### src/hdl/sva_pkg.sv
// Shared types, constants and layer selection for the sampler voice allocator.
package sva_pkg;

   // Default sizes of the voice table
   localparam int VOICES_DEF   = 16;
   localparam int LAYERS_DEF   = 4;
   localparam int AGE_BITS_DEF = 32;

   // Register reset values
   localparam logic [6:0]  MIN_PITCH_RESET   = 7'd21;
   localparam logic [6:0]  MAX_PITCH_RESET   = 7'd108;
   localparam logic [2:0]  LAYER_COUNT_RESET = 3'd1;
   localparam logic [27:0] LAYER_TOPS_RESET  = 28'd127;

   // Threshold for layers past the fourth
   localparam logic [6:0]  TOP_DEFAULT = 7'd127;

   typedef enum logic [1:0] {
      KIND_NOTE_ON   = 2'd0,
      KIND_NOTE_OFF  = 2'd1,
      KIND_ALL_OFF   = 2'd2,
      KIND_VOICE_END = 2'd3
   } kind_type;

   typedef enum logic [2:0] {
      CSR_LOADED      = 3'd0,
      CSR_MIN_PITCH   = 3'd1,
      CSR_MAX_PITCH   = 3'd2,
      CSR_LAYER_COUNT = 3'd3,
      CSR_LAYER_TOPS  = 3'd4,
      CSR_PERCUSSIVE  = 3'd5,
      CSR_INSTANT     = 3'd6
   } csr_index_type;

   typedef struct packed {
      kind_type   kind;
      logic [6:0] note;
      logic [6:0] velocity;
      logic       sample_present;
      logic [3:0] done_voice;
   } req_type;

   typedef struct packed {
      logic        started;
      logic        stolen;
      logic [3:0]  voice;
      logic [1:0]  layer;
      logic [15:0] released_mask;
      logic [15:0] stopped_mask;
   } rsp_type;

   // Flags of one voice as it passes the pick unit during a scan
   typedef struct packed {
      logic valid;
      logic active;
      logic releasing;
   } step_type;

   // First layer whose threshold is at or above the velocity, else the last one in use
   function automatic logic [2:0] pick_layer(input logic [2:0]  count,
                                             input logic [27:0] tops,
                                             input logic [6:0]  vel,
                                             input int          layers);
      logic [3:0] n;
      logic [2:0] res;
      logic       found;
      logic [6:0] top;
      if (count == 3'd0) begin
         n = 4'd1;
      end else if (int'(count) > layers) begin
         n = 4'(layers);
      end else begin
         n = {1'b0, count};
      end
      res   = 3'(n - 4'd1);
      found = 1'b0;
      for (int i = 0; i < 8; i++) begin
         top = (i < 4) ? tops[7*i +: 7] : TOP_DEFAULT;
         if (!found && (4'(i) < n) && (vel <= top)) begin
            res   = 3'(i);
            found = 1'b1;
         end
      end
      return res;
   endfunction

endpackage

### src/hdl/sva_voice_store.sv
// Per-voice note and age store, one write port and one registered read port.
module sva_voice_store import sva_pkg::*; #(
   parameter int VOICES   = VOICES_DEF,
   parameter int AGE_BITS = AGE_BITS_DEF
) (
   input  logic                      clock,
   input  logic                      wr_en,
   input  logic [$clog2(VOICES)-1:0] wr_addr,
   input  logic [6:0]                wr_note,
   input  logic [AGE_BITS-1:0]       wr_age,
   input  logic                      rd_en,
   input  logic [$clog2(VOICES)-1:0] rd_addr,
   output logic [6:0]                rd_note,
   output logic [AGE_BITS-1:0]       rd_age
);

   localparam int ENTRY_W = 7 + AGE_BITS;

   logic [ENTRY_W-1:0] mem_ff [VOICES];
   logic [ENTRY_W-1:0] rd_data_ff;

   // Write a started voice
   always_ff @(posedge clock) begin
      if (wr_en) begin
         mem_ff[wr_addr] <= {wr_note, wr_age};
      end
   end

   // Read one voice per cycle during a scan
   always_ff @(posedge clock) begin
      if (rd_en) begin
         rd_data_ff <= mem_ff[rd_addr];
      end
   end

   assign rd_note = rd_data_ff[ENTRY_W-1 -: 7];
   assign rd_age  = rd_data_ff[AGE_BITS-1:0];

endmodule

### src/hdl/sva_pick_unit.sv
// Voice pick unit: first free voice; one shared age comparator for oldest releasing and held.
module sva_pick_unit import sva_pkg::*; #(
   parameter int VOICES   = VOICES_DEF,
   parameter int AGE_BITS = AGE_BITS_DEF
) (
   input  logic                      clock,
   input  logic                      reset,
   input  logic                      clear,
   input  step_type                  step,
   input  logic [$clog2(VOICES)-1:0] step_idx,
   input  logic [AGE_BITS-1:0]       step_age,
   output logic [$clog2(VOICES)-1:0] pick_idx,
   output logic                      pick_stolen
);

   localparam int IDX_W = $clog2(VOICES);

   logic                free_found_ff, free_found_in;
   logic [IDX_W-1:0]    free_idx_ff, free_idx_in;
   logic                rel_found_ff, rel_found_in;
   logic [IDX_W-1:0]    rel_idx_ff, rel_idx_in;
   logic [AGE_BITS-1:0] rel_age_ff, rel_age_in;
   logic                held_found_ff, held_found_in;
   logic [IDX_W-1:0]    held_idx_ff, held_idx_in;
   logic [AGE_BITS-1:0] held_age_ff, held_age_in;

   logic [AGE_BITS-1:0] cmp_age;
   logic                cmp_found;
   logic                older;

   // Shared compare against the best candidate of the voice's own class
   assign cmp_age   = step.releasing ? rel_age_ff : held_age_ff;
   assign cmp_found = step.releasing ? rel_found_ff : held_found_ff;
   assign older     = !cmp_found || (step_age < cmp_age);

   // Update candidates; ties keep the lower index
   always_comb begin
      free_found_in = free_found_ff;
      free_idx_in   = free_idx_ff;
      rel_found_in  = rel_found_ff;
      rel_idx_in    = rel_idx_ff;
      rel_age_in    = rel_age_ff;
      held_found_in = held_found_ff;
      held_idx_in   = held_idx_ff;
      held_age_in   = held_age_ff;
      if (clear) begin
         free_found_in = 1'b0;
         rel_found_in  = 1'b0;
         held_found_in = 1'b0;
      end else if (step.valid) begin
         if (!step.active) begin
            if (!free_found_ff) begin
               free_found_in = 1'b1;
               free_idx_in   = step_idx;
            end
         end else if (older) begin
            if (step.releasing) begin
               rel_found_in = 1'b1;
               rel_idx_in   = step_idx;
               rel_age_in   = step_age;
            end else begin
               held_found_in = 1'b1;
               held_idx_in   = step_idx;
               held_age_in   = step_age;
            end
         end
      end
   end

   always_ff @(posedge clock) begin
      if (reset) begin
         free_found_ff <= 1'b0;
         rel_found_ff  <= 1'b0;
         held_found_ff <= 1'b0;
      end else begin
         free_found_ff <= free_found_in;
         rel_found_ff  <= rel_found_in;
         held_found_ff <= held_found_in;
      end
      free_idx_ff <= free_idx_in;
      rel_idx_ff  <= rel_idx_in;
      rel_age_ff  <= rel_age_in;
      held_idx_ff <= held_idx_in;
      held_age_ff <= held_age_in;
   end

   // Free voice first, then oldest releasing, then oldest held
   always_comb begin
      priority if (free_found_ff) begin
         pick_idx = free_idx_ff;
      end else if (rel_found_ff) begin
         pick_idx = rel_idx_ff;
      end else begin
         pick_idx = held_idx_ff;
      end
   end

   assign pick_stolen = !free_found_ff;

endmodule

### src/hdl/sampler_voice_allocator.sv
// Sampler voice allocator top level: registers, voice flags and the scan sequencer.
//
//   channel | ports                             | handshake
//   --------+-----------------------------------+-------------------------------
//   request | start, busy, req_data             | taken when start && !busy
//   result  | rsp_strobe, rsp_data              | one-cycle strobe, no backpressure
//   config  | csr_valid, csr_ready, csr_index,  | written when csr_valid && csr_ready
//           | csr_wdata                         |
//
// A note-on or note-off that needs the table scans every voice before it strobes its result:
// the voice store has one read port and the scan reads one voice per cycle, followed by the
// drain state, the commit state and the registered strobe. Other requests skip the scan and
// the drain state and go straight to the commit state and the registered strobe.
// busy is high from the cycle after start until the strobe. Reset is synchronous and
// clears the voice flags, age counter and registers; no clearing pass.
module sampler_voice_allocator import sva_pkg::*; #(
   parameter int VOICES   = VOICES_DEF,
   parameter int LAYERS   = LAYERS_DEF,
   parameter int AGE_BITS = AGE_BITS_DEF
) (
   input  logic          clock,
   input  logic          reset,
   input  logic          start,
   output logic          busy,
   input  req_type       req_data,
   output logic          rsp_strobe,
   output rsp_type       rsp_data,
   input  logic          csr_valid,
   output logic          csr_ready,
   input  csr_index_type csr_index,
   input  logic [27:0]   csr_wdata
);

   localparam int IDX_W = $clog2(VOICES);
   localparam int PAD_V = (VOICES > 16) ? VOICES : 16;
   localparam logic [IDX_W-1:0] LAST_IDX = IDX_W'(VOICES - 1);

   typedef enum logic [3:0] {
      ST_IDLE   = 4'b0001,
      ST_SCAN   = 4'b0010,
      ST_DRAIN  = 4'b0100,
      ST_COMMIT = 4'b1000
   } state_type;

   state_type state_ff, state_in;

   // Configuration registers
   logic        loaded_ff;
   logic [6:0]  min_pitch_ff;
   logic [6:0]  max_pitch_ff;
   logic [2:0]  layer_count_ff;
   logic [27:0] layer_tops_ff;
   logic        percussive_ff;
   logic        instant_ff;

   // Latched request
   kind_type    kind_ff;
   logic        enabled_ff;
   logic        on_ok_ff;
   logic [6:0]  note_ff;
   logic [6:0]  vel_ff;
   logic [3:0]  done_ff;

   // Voice table flags and age counter
   logic [VOICES-1:0]   active_ff, active_in;
   logic [VOICES-1:0]   releasing_ff, releasing_in;
   logic [AGE_BITS-1:0] age_ff;

   // Scan pipeline
   logic [IDX_W-1:0] addr_ff;
   logic             rd_vld_ff;
   logic [IDX_W-1:0] proc_idx_ff;
   logic [15:0]      rmask_ff, rmask_in;
   logic [15:0]      smask_ff, smask_in;

   logic             rsp_strobe_ff;
   rsp_type          rsp_data_ff, rsp_data_in;

   logic                accept;
   kind_type            kind_eff;
   logic                enabled_now;
   logic                on_ok_now;
   logic                need_scan;
   logic [6:0]          rd_note;
   logic [AGE_BITS-1:0] rd_age;
   step_type            step;
   logic [IDX_W-1:0]    pick_idx;
   logic                pick_stolen;
   logic                proc_active;
   logic                proc_releasing;
   logic                proc_hit;
   logic [PAD_V-1:0]    proc_onehot;
   logic [PAD_V-1:0]    done_onehot;
   logic [PAD_V-1:0]    active_pad;
   logic [IDX_W+3:0]    done_wide;
   logic [IDX_W+3:0]    pick_wide;
   logic                done_ok;
   logic                commit_on;
   logic [2:0]          layer_sel;

   assign accept      = start && !busy;
   assign busy        = (state_ff != ST_IDLE);
   assign csr_ready   = 1'b1;
   assign rsp_strobe  = rsp_strobe_ff;
   assign rsp_data    = rsp_data_ff;

   // Decode the request: velocity zero turns a note-on into a note-off
   assign kind_eff    = (req_data.kind == KIND_NOTE_ON && req_data.velocity == 7'd0) ?
                        KIND_NOTE_OFF : req_data.kind;
   assign enabled_now = loaded_ff && (max_pitch_ff >= min_pitch_ff);
   assign on_ok_now   = (req_data.note >= min_pitch_ff) && (req_data.note <= max_pitch_ff) &&
                        req_data.sample_present;
   assign need_scan   = enabled_now &&
                        ((kind_eff == KIND_NOTE_ON && on_ok_now) ||
                         (kind_eff == KIND_NOTE_OFF && !percussive_ff));

   // Configuration writes
   always_ff @(posedge clock) begin
      if (reset) begin
         loaded_ff      <= 1'b0;
         min_pitch_ff   <= MIN_PITCH_RESET;
         max_pitch_ff   <= MAX_PITCH_RESET;
         layer_count_ff <= LAYER_COUNT_RESET;
         layer_tops_ff  <= LAYER_TOPS_RESET;
         percussive_ff  <= 1'b0;
         instant_ff     <= 1'b0;
      end else if (csr_valid && csr_ready) begin
         unique case (csr_index)
            CSR_LOADED:      loaded_ff      <= csr_wdata[0];
            CSR_MIN_PITCH:   min_pitch_ff   <= csr_wdata[6:0];
            CSR_MAX_PITCH:   max_pitch_ff   <= csr_wdata[6:0];
            CSR_LAYER_COUNT: layer_count_ff <= csr_wdata[2:0];
            CSR_LAYER_TOPS:  layer_tops_ff  <= csr_wdata;
            CSR_PERCUSSIVE:  percussive_ff  <= csr_wdata[0];
            CSR_INSTANT:     instant_ff     <= csr_wdata[0];
            default: ;
         endcase
      end
   end

   // Sequencer
   always_comb begin
      state_in = state_ff;
      unique case (state_ff)
         ST_IDLE:   if (accept) state_in = need_scan ? ST_SCAN : ST_COMMIT;
         ST_SCAN:   if (addr_ff == LAST_IDX) state_in = ST_DRAIN;
         ST_DRAIN:  state_in = ST_COMMIT;
         ST_COMMIT: state_in = ST_IDLE;
         default:   state_in = ST_IDLE;
      endcase
   end

   always_ff @(posedge clock) begin
      if (reset) begin
         state_ff  <= ST_IDLE;
         rd_vld_ff <= 1'b0;
      end else begin
         state_ff  <= state_in;
         rd_vld_ff <= (state_ff == ST_SCAN);
      end
      if (accept) begin
         addr_ff <= '0;
      end else if (state_ff == ST_SCAN) begin
         addr_ff <= addr_ff + IDX_W'(1);
      end
      proc_idx_ff <= addr_ff;
   end

   // Hold the request for the duration of its work
   always_ff @(posedge clock) begin
      if (reset) begin
         kind_ff    <= KIND_NOTE_ON;
         enabled_ff <= 1'b0;
         on_ok_ff   <= 1'b0;
      end else if (accept) begin
         kind_ff    <= kind_eff;
         enabled_ff <= enabled_now;
         on_ok_ff   <= on_ok_now;
      end
      if (accept) begin
         note_ff <= req_data.note;
         vel_ff  <= req_data.velocity;
         done_ff <= req_data.done_voice;
      end
   end

   sva_voice_store #(
      .VOICES   (VOICES),
      .AGE_BITS (AGE_BITS)
   ) u_store (
      .clock   (clock),
      .wr_en   (commit_on),
      .wr_addr (pick_idx),
      .wr_note (note_ff),
      .wr_age  (age_ff),
      .rd_en   (state_ff == ST_SCAN),
      .rd_addr (addr_ff),
      .rd_note (rd_note),
      .rd_age  (rd_age)
   );

   // Flags of the voice whose store data just arrived
   assign proc_active    = active_ff[proc_idx_ff];
   assign proc_releasing = releasing_ff[proc_idx_ff];
   assign step.valid     = rd_vld_ff && (kind_ff == KIND_NOTE_ON);
   assign step.active    = proc_active;
   assign step.releasing = proc_releasing;

   sva_pick_unit #(
      .VOICES   (VOICES),
      .AGE_BITS (AGE_BITS)
   ) u_pick (
      .clock       (clock),
      .reset       (reset),
      .clear       (accept),
      .step        (step),
      .step_idx    (proc_idx_ff),
      .step_age    (rd_age),
      .pick_idx    (pick_idx),
      .pick_stolen (pick_stolen)
   );

   assign proc_hit    = rd_vld_ff && (kind_ff == KIND_NOTE_OFF) && proc_active &&
                        !proc_releasing && (rd_note == note_ff);
   assign proc_onehot = PAD_V'(1) << proc_idx_ff;
   assign done_wide   = (IDX_W+4)'(done_ff);
   assign done_ok     = (32'(done_ff) < 32'(VOICES)) && active_ff[done_wide[IDX_W-1:0]];
   assign done_onehot = PAD_V'(1) << done_wide[IDX_W-1:0];
   assign active_pad  = PAD_V'(active_ff);
   assign pick_wide   = (IDX_W+4)'(pick_idx);
   assign commit_on   = (state_ff == ST_COMMIT) && enabled_ff && (kind_ff == KIND_NOTE_ON) &&
                        on_ok_ff;
   assign layer_sel   = pick_layer(layer_count_ff, layer_tops_ff, vel_ff, LAYERS);

   // Voice flag updates, release masks and the result
   always_comb begin
      active_in    = active_ff;
      releasing_in = releasing_ff;
      rmask_in     = rmask_ff;
      smask_in     = smask_ff;
      rsp_data_in  = '0;
      if (accept) begin
         rmask_in = '0;
         smask_in = '0;
      end
      // Release held voices of the note as the scan passes them
      if (proc_hit) begin
         releasing_in[proc_idx_ff] = 1'b1;
         rmask_in = rmask_ff | proc_onehot[15:0];
         if (instant_ff) begin
            active_in[proc_idx_ff] = 1'b0;
            smask_in = smask_ff | proc_onehot[15:0];
         end
      end
      if (state_ff == ST_COMMIT && enabled_ff) begin
         unique case (kind_ff)
            KIND_NOTE_ON: begin
               if (on_ok_ff) begin
                  active_in[pick_idx]    = 1'b1;
                  releasing_in[pick_idx] = 1'b0;
                  rsp_data_in.started    = 1'b1;
                  rsp_data_in.stolen     = pick_stolen;
                  rsp_data_in.voice      = pick_wide[3:0];
                  rsp_data_in.layer      = layer_sel[1:0];
               end
            end
            KIND_NOTE_OFF: begin
               rsp_data_in.released_mask = rmask_ff;
               rsp_data_in.stopped_mask  = smask_ff;
            end
            KIND_ALL_OFF: begin
               active_in                = '0;
               rsp_data_in.stopped_mask = active_pad[15:0];
            end
            KIND_VOICE_END: begin
               if (done_ok) begin
                  active_in[done_wide[IDX_W-1:0]] = 1'b0;
                  rsp_data_in.stopped_mask        = done_onehot[15:0];
               end
            end
            default: ;
         endcase
      end
   end

   always_ff @(posedge clock) begin
      if (reset) begin
         active_ff     <= '0;
         releasing_ff  <= '0;
         age_ff        <= '0;
         rsp_strobe_ff <= 1'b0;
      end else begin
         active_ff     <= active_in;
         releasing_ff  <= releasing_in;
         rsp_strobe_ff <= (state_ff == ST_COMMIT);
         // Advance the age stamp, saturating at all ones
         if (commit_on && (age_ff != {AGE_BITS{1'b1}})) begin
            age_ff <= age_ff + AGE_BITS'(1);
         end
      end
      rmask_ff    <= rmask_in;
      smask_ff    <= smask_in;
      rsp_data_ff <= rsp_data_in;
   end

endmodule

### config.mk
export PLATFORM = sky130hd
export DESIGN_NAME = sampler_voice_allocator
export DESIGN_NICKNAME = d
export VERILOG_FILES = /design/src/hdl/sva_pkg.sv /design/src/hdl/sva_voice_store.sv /design/src/hdl/sva_pick_unit.sv /design/src/hdl/sampler_voice_allocator.sv
export SDC_FILE = /design/constraint.sdc
export NUM_CORES = 1
export LEC_CHECK = 0
export BUFFER_PORTS_ARGS = -buffer_cell sky130_fd_sc_hd__buf_2
export CORE_AREA = 2 2 312 221
export CTS_CLUSTER_DIAMETER = 120
export CTS_CLUSTER_SIZE = 20
export DETAILED_ROUTE_END_ITERATION = 7
export DIE_AREA = 0 0 314 223
export HOLD_SLACK_MARGIN = 0.15
export PLACE_DENSITY = 0.73
export SLEW_MARGIN = 20
export SYNTH_ARGS = -nofsm -noshare
export SYNTH_HDL_FRONTEND = slang
export SYNTH_SLANG_ARGS = --single-unit
### constraint.sdc
create_clock -name clock -period 7.2 [get_ports clock]
set_clock_uncertainty 0.05 [all_clocks]
set_input_delay 0.36 -clock clock [delete_from_list [all_inputs] [get_ports clock]]
set_output_delay 0.36 -clock clock [all_outputs]
set_load 0.05 [all_outputs]
Yosys cells after proc, flatten, opt, wreduce, memory -nomap -nowiden

Memory sizes are Yosys's and may differ from the RTL's. A register that Yosys moved wholly into a read port is not among the register bits.
Cells that the tools add are included.

Input port bits: 56
Register bits: 299
Bits in latches: 0
Memory bits (writable): 624
Bits in read-only memories: 0
Memories: 1
Output and inout bits: 43

Bitwise logic cells: 14
Muxes and demuxes: 58
Multipliers: 0
Add/sub/neg operators: 3
Div/mod/pow operators: 0
Shifts and indexed selects: 2
Reduce and logical (&&, ||, !) cells: 74
Equality and inequality tests: 20
Magnitude comparators: 24

Memories:

| memory         | words | bits a word | rd ports | clocked after memory_dff | write ports | line                  | text |
|---|---|---|---|---|---|---|---|
| u_store.mem_ff | 16    | 39          | 1        | 1                        | 1           | sva_voice_store.sv:19 | `logic [ENTRY_W-1:0] mem_ff [VOICES];` |

Operators by type and width:

| cell                  | number |
|---|---|
| $mux 16               | 15 |
| $pmux 16 s3           | 2 |
| $or 16x16->16         | 4 |
| $and 16x16->16        | 3 |
| $not 16->16           | 3 |
| $le 7x7->1            | 5 |
| $logic_and 1x1->1     | 35 |
| $add 32x1->32 const B | 1 |
| $lt 32x32->1          | 1 |
| $mux 32               | 1 |
| $ne 32x32->1 const B  | 1 |
| $shl 1x4->16 const A  | 2 |
| $reduce_and 2->1      | 11 |
| $mux 4                | 5 |
| $mux 2                | 9 |
| $mux 1                | 16 |
| $lt 4x5->1 const B    | 3 |
| $ge 7x7->1            | 2 |
| $bmux 1 s4            | 3 |
| $demux 1 s4           | 3 |
| $ge 4x1->1 const B    | 3 |
| $logic_not 1->1       | 12 |
| $lt 3x3->1 const A    | 4 |
| $pmux 4 s3            | 1 |
| 30 further kinds      | 50 |

Depth between registers and ports, before layout

Depth in word-level cells: 35
Depth in mapped cells: 16

By module

Synthesis repeated with hierarchy kept, for this count alone.

Cells, all modules: 2345
Area, all modules: 38355.5 µm²

By module, submodules not included:

| module                  | area each (µm²) | times used | cells each |
|---|---|---|---|
| sva_voice_store         | 24576.1         | 1          | 1014 |
| sampler_voice_allocator | 10238.6         | 1          | 1104 |
| sva_pick_unit           | 3540.9          | 1          | 227 |

Worst setup path before layout

Ideal clock, no wire load.

Path type: reg2reg
From: register proc_idx_ff[1]
To: register u_pick.held_age_ff[0], enable pin
Required time: 6.666 ns
Clock period less this slack: 6.696 ns
Slack: 0.504 ns
Cell stages (with the launch flop): 17
Library setup time: 0.484 ns
Data arrival time: 6.162 ns
Cells stage by stage: dfxtp_1 > buf_2 > buf_4 > mux2i_1 > mux2_2 > mux4_2 > buf_2 > buf_2 > mux2i_1 > ha_1 > or4_1 > a221o_1 > o22ai_1 > o21ai_0 > a31oi_1 > o31ai_1 > a211oi_1

Word-level cells in the longest chain between the ends: 6

Ends and longest elaborated chain:

| what                                            | line                                     | text |
|---|---|---|
| start, declared                                 | sampler_voice_allocator.sv:72            | `logic [IDX_W-1:0] proc_idx_ff;` |
| start signal, assigned                          | sampler_voice_allocator.sv:166           | `proc_idx_ff <= addr_ff;` |
| $bmux 1 s4                                      | sampler_voice_allocator.sv:204           | `assign proc_releasing = releasing_ff[proc_idx_ff];` |
| $mux 1 (implied by the code)                    | sampler_voice_allocator.sv:204           |  |
| $mux 32 or $mux 1 (tied branches)               | sva_pick_unit.sv:32, sva_pick_unit.sv:33 |  |
| $lt 32x32->1 or $logic_not 1->1 (tied branches) | sva_pick_unit.sv:34                      | `assign older = !cmp_found \|\| (step_age < cmp_age);` |
| $logic_or 1x1->1                                | sva_pick_unit.sv:34                      |  |
| $reduce_and 5->1 (no source line) (*)           | n/a                                      |  |
| end signal, assigned                            | sva_pick_unit.sv:84                      | `held_age_ff <= held_age_in;` |
| end, declared                                   | sva_pick_unit.sv:25                      | `logic [AGE_BITS-1:0] held_age_ff, held_age_in;` |

Every way passes the cells marked *; elsewhere a longest branch is shown, timed or not. The select of a mux whose other input is x is not followed.
A chain may end at the register's enable or synchronous reset.

Final worst setup path

From: register proc_idx_ff[0]
To: register u_pick.rel_age_ff[30], enable pin

Word-level cells in the longest chain between the ends: 6

Ends and longest elaborated chain:

| what                                            | line                                     | text |
|---|---|---|
| $bmux 1 s4                                      | sampler_voice_allocator.sv:204           |  |
| $mux 1 (implied by the code)                    | sampler_voice_allocator.sv:204           |  |
| $mux 32 or $mux 1 (tied branches)               | sva_pick_unit.sv:32, sva_pick_unit.sv:33 |  |
| $lt 32x32->1 or $logic_not 1->1 (tied branches) | sva_pick_unit.sv:34                      |  |
| $logic_or 1x1->1                                | sva_pick_unit.sv:34                      |  |
| $reduce_and 5->1 (no source line) (*)           | n/a                                      |  |
| end signal, assigned                            | sva_pick_unit.sv:82                      | `rel_age_ff <= rel_age_in;` |
| end, declared                                   | sva_pick_unit.sv:22                      | `logic [AGE_BITS-1:0] rel_age_ff, rel_age_in;` |

Marked as above.

==> qor.yml <==
power_and_ir_drop:
  leakagePower_nw: 13.6
  ir_drop_v: 0.000172
  switching_power_mw: 1.82
  p_seq_share_pct: 64.4
  p_int_mw: 7.40
  clkPwrFrac_pct: 33.7
  powerDensity_mw_per_mm2: 222
  switching_share_pct: 19.7
  comb_power_share_pct: 1.9
  finalPower_mw: 9.22
detailed_routing:
  drcViolationCount: 0
  avgViaCountPerCell: 6.34
  ant_nets: 0
  drt_iter0_drc: 2717
  drtPass1Iterations: 5
  drt-total-wl_um: 86000
  wire_per_inst_um: 26.5
  routed-via-count: 20600
placed_design:
  hpwl_um: 48500
  place_ws_ns: 1.31
  postPlaceCellArea_mm2: 0.0395
  dp.cells: 3105
  gp_congestion: 0.899
  portBuffers: 90
timing:
  fin_crit_sh_pct: 82.6
  fin_setup_tns_ns: 0
  hold_viol_final: 0
  setup_viol: 0
  slew_viol_final: 0
  finalCriticalPeriod_ns: 5.94
  relSlewSlack_pct: 26.8
  holdWs_ns: 0.406
  max_freq_mhz: 168
  setup_ws_ns: 1.26
  rsz0062_at_grt: "false"
  worstMarginPinSlew_ns: 1.10
worst_hold_path:
  hold_path.class: "input pin to register"
  hold_path_depth: 2
  min_from: "req_data[2]"
  hold_end: "done_ff[2]$_DFFE_PP_"
global_route:
  grt_max_degree: 110
  grt_pass1_wl_um: 129000
  overflow: 0
  grt_pass1_vias: 20300
  track_usage_pct: 24.8
  antenna_found_initial: 3
finish:
  layout.nets: 2441
  fin_cells: 3245
  final_core_util_pct: 61.7
  n_antenna_cell: 0
  final_area_mm2: 0.0416
  area.growth.synth_to_final_pct: 9.53
  drive_above_1_share_pct: 18.8
synthesis:
  avgSynthCellArea_um2: 17.3
  ys_types: 73
  syn-num-nets: 2321
  synth_edf_count: 773
  ys_warn_count: 0
  ys_ff_latch: 955
  synth-seq-area-share_pct: 70.8
  synth_cells: 2190
  synthFlopType: "edfxtp_1"
  syn_area_mm2: 0.0380
  async_reset_ff_share_pct: 0
die:
  start_util_pct: 56.3
  design.die.area_mm2: 0.0700
  std_cell_rows: 80
  dieHeight_um: 223
  coreArea_mm2: 0.0674
  die_x_um: 314
  ioPinCount: 99
worst_setup_path:
  end_kind: "register"
  crit_fanout: 34
  cp_data_required_time_ns: 7.42
  cp.arrival_ns: 6.16
  crit_path_start_kind: "register"
  timing.rr.start: "proc_idx_ff[0]$_DFF_P_"
  regToRegSetupSlack_ns: 1.26
  reg2regPathDepth: 13
  critPathKind: "register to register"
  rr_endpoint: "u_pick.rel_age_ff[30]$_DFFE_PP_"
clock_tree:
  cts_num_sinks: 955
  clock_latency_ns: 0.63
  cts.path.max_buffers: 3
  root_buffer: "clkbuf_16"
  cts_buffers: 53
  cts_resized: 0
  h-tree-depth: 2
  path_clk_slew_ns: 0.09
  cts_tree: "yes"
flow_run:
  drv_cap: 0
status:
  status: "finished clean"
## power by group through the flow
stage          clock network, mW  logic, mW  registers [mW]
6_report                    3.10      0.175            5.94
5_1_grt                     3.36      0.189            5.94
4_1_cts                     3.16      0.170            5.94
3_5_place_dp                   0      0.147            6.06
3_3_place_gp                   0      0.141            6.06
2_1_floorplan                  0     0.0950            6.05
## per-layer routing
layer / GRT usage (%) / vias up / routed length [um]
li1: - / 8863 / -
met1: 39.1 / 10600 / 37600
met2: 36.7 / 984 / 38800
met3: 4.55 / 120 / 8110
met4: 4.89 / 0 / 1460
met5: 0 / - / 0
## worst max-delay path: stages (launching register included)
cell and delay (ns):
dfxtp_1 0.93, mux4_2 0.63, inv_1 0.10, mux4_2 0.98
mux2i_1 0.19, ha_1 0.26, or4_1 0.52, a221o_1 0.28
o22ai_1 0.12, o21ai_0 0.16, a31oi_1 0.23, o31ai_1 0.20
a211oi_4 0.42, buf_4 0.47
## how the worst max path moves through the flow
| stage | start | to | slack (ns) | depth (start not counted) |
|---|---|---|---|---|
| after detailed placement | proc_idx_ff[0]$_DFF_P_ | u_pick.rel_age_ff[13]$_DFFE_PP_ | 1.31 | 13 |
| after global placement | proc_idx_ff[0]$_DFF_P_ | u_pick.rel_age_ff[17]$_DFFE_PP_ | 1.41 | 12 |
| after global routing | proc_idx_ff[0]$_DFF_P_ | u_pick.rel_age_ff[30]$_DFFE_PP_ | 0.96 | 12 |
| after CTS | proc_idx_ff[0]$_DFF_P_ | u_pick.held_age_ff[22]$_DFFE_PP_ | 1.29 | 13 |
| final | proc_idx_ff[0]$_DFF_P_ | u_pick.rel_age_ff[30]$_DFFE_PP_ | 1.26 | 13 |
| after floorplan | proc_idx_ff[1]$_DFF_P_ | u_pick.held_age_ff[0]$_DFFE_PP_ | 0.50 | 16 |
## logic make-up after synthesis
group	count (synthesis)	synth area share [%]
multiplexers	278	14.1
other	1	0.00988
XOR/XNOR	37	0.854
AO/OA/AOI/OAI	240	4.12
adder cells (fa/ha/maj)	75	2.47
flip-flops	955	70.8
AND/OR/NAND/NOR	433	5.85
buffers and inverters	171	1.78
## area by class of cell
type / instances / area (um2)
multi-input cells: 1064 / 10600
fillers: 4708 / 25800
clock inverters: 2 / 15.0
repair buffers: 176 / 1250
inverters: 60 / 225
flip-flops and latches: 955 / 26900
clock buffers: 86 / 1490
well taps: 902 / 1130
## cells in the final DEF, fill, tap and decap left out, drive strengths merged, types with 52 or more instances in the layout
cell type | Yosys | routed
a21oi | 79 | 79
mux2i | 65 | 65
nand2 | 74 | 74
dlygate4sd3 | 0 | 52
ha | 75 | 75
nor2 | 143 | 143
mux4 | 206 | 206
inv | 60 | 62
buf | 32 | 124
clkbuf | 79 | 86
edfxtp | 773 | 773
dfxtp | 182 | 182
## sequential cells by signal (all words and copies together) (netlist names), 16 cells and up
register / cells
smask_ff: 16
rsp_data: 40
releasing_ff: 16
active_ff: 16
u_store.mem_ff: 624
u_pick.rel_age_ff: 32
layer_tops_ff: 21
u_store.rd_data_ff: 39
age_ff: 32
rmask_ff: 16
u_pick.held_age_ff: 32
## what timing repair did
item / CTS / global route
hold buffers: 52 / 0
hold endpoints to repair: 65 / 0
setup buffers: 0 / 0
## Yosys cell counts, drive strengths merged, types with 12 or more instances
cell type	n	share of area, %
nand4	29	0.48
nor2	143	1.4
a22oi	16	0.32
and4	14	0.32
a31oi	26	0.43
nand3	36	0.49
xor2	30	0.69
dfxtp	182	9.6
nor4	12	0.20
ha	75	2.5
a21oi	79	1.1
inv	60	0.59
nand2	74	0.74
mux2i	65	1.7
buf	32	0.41
o21a	23	0.45
mux4	206	12
edfxtp	773	61
nor2b	18	0.30
and2	18	0.30
o21ai	33	0.44
clkbuf	79	0.78
nor3	32	0.46
No activity file was read; power rests on OpenSTA's default activity.
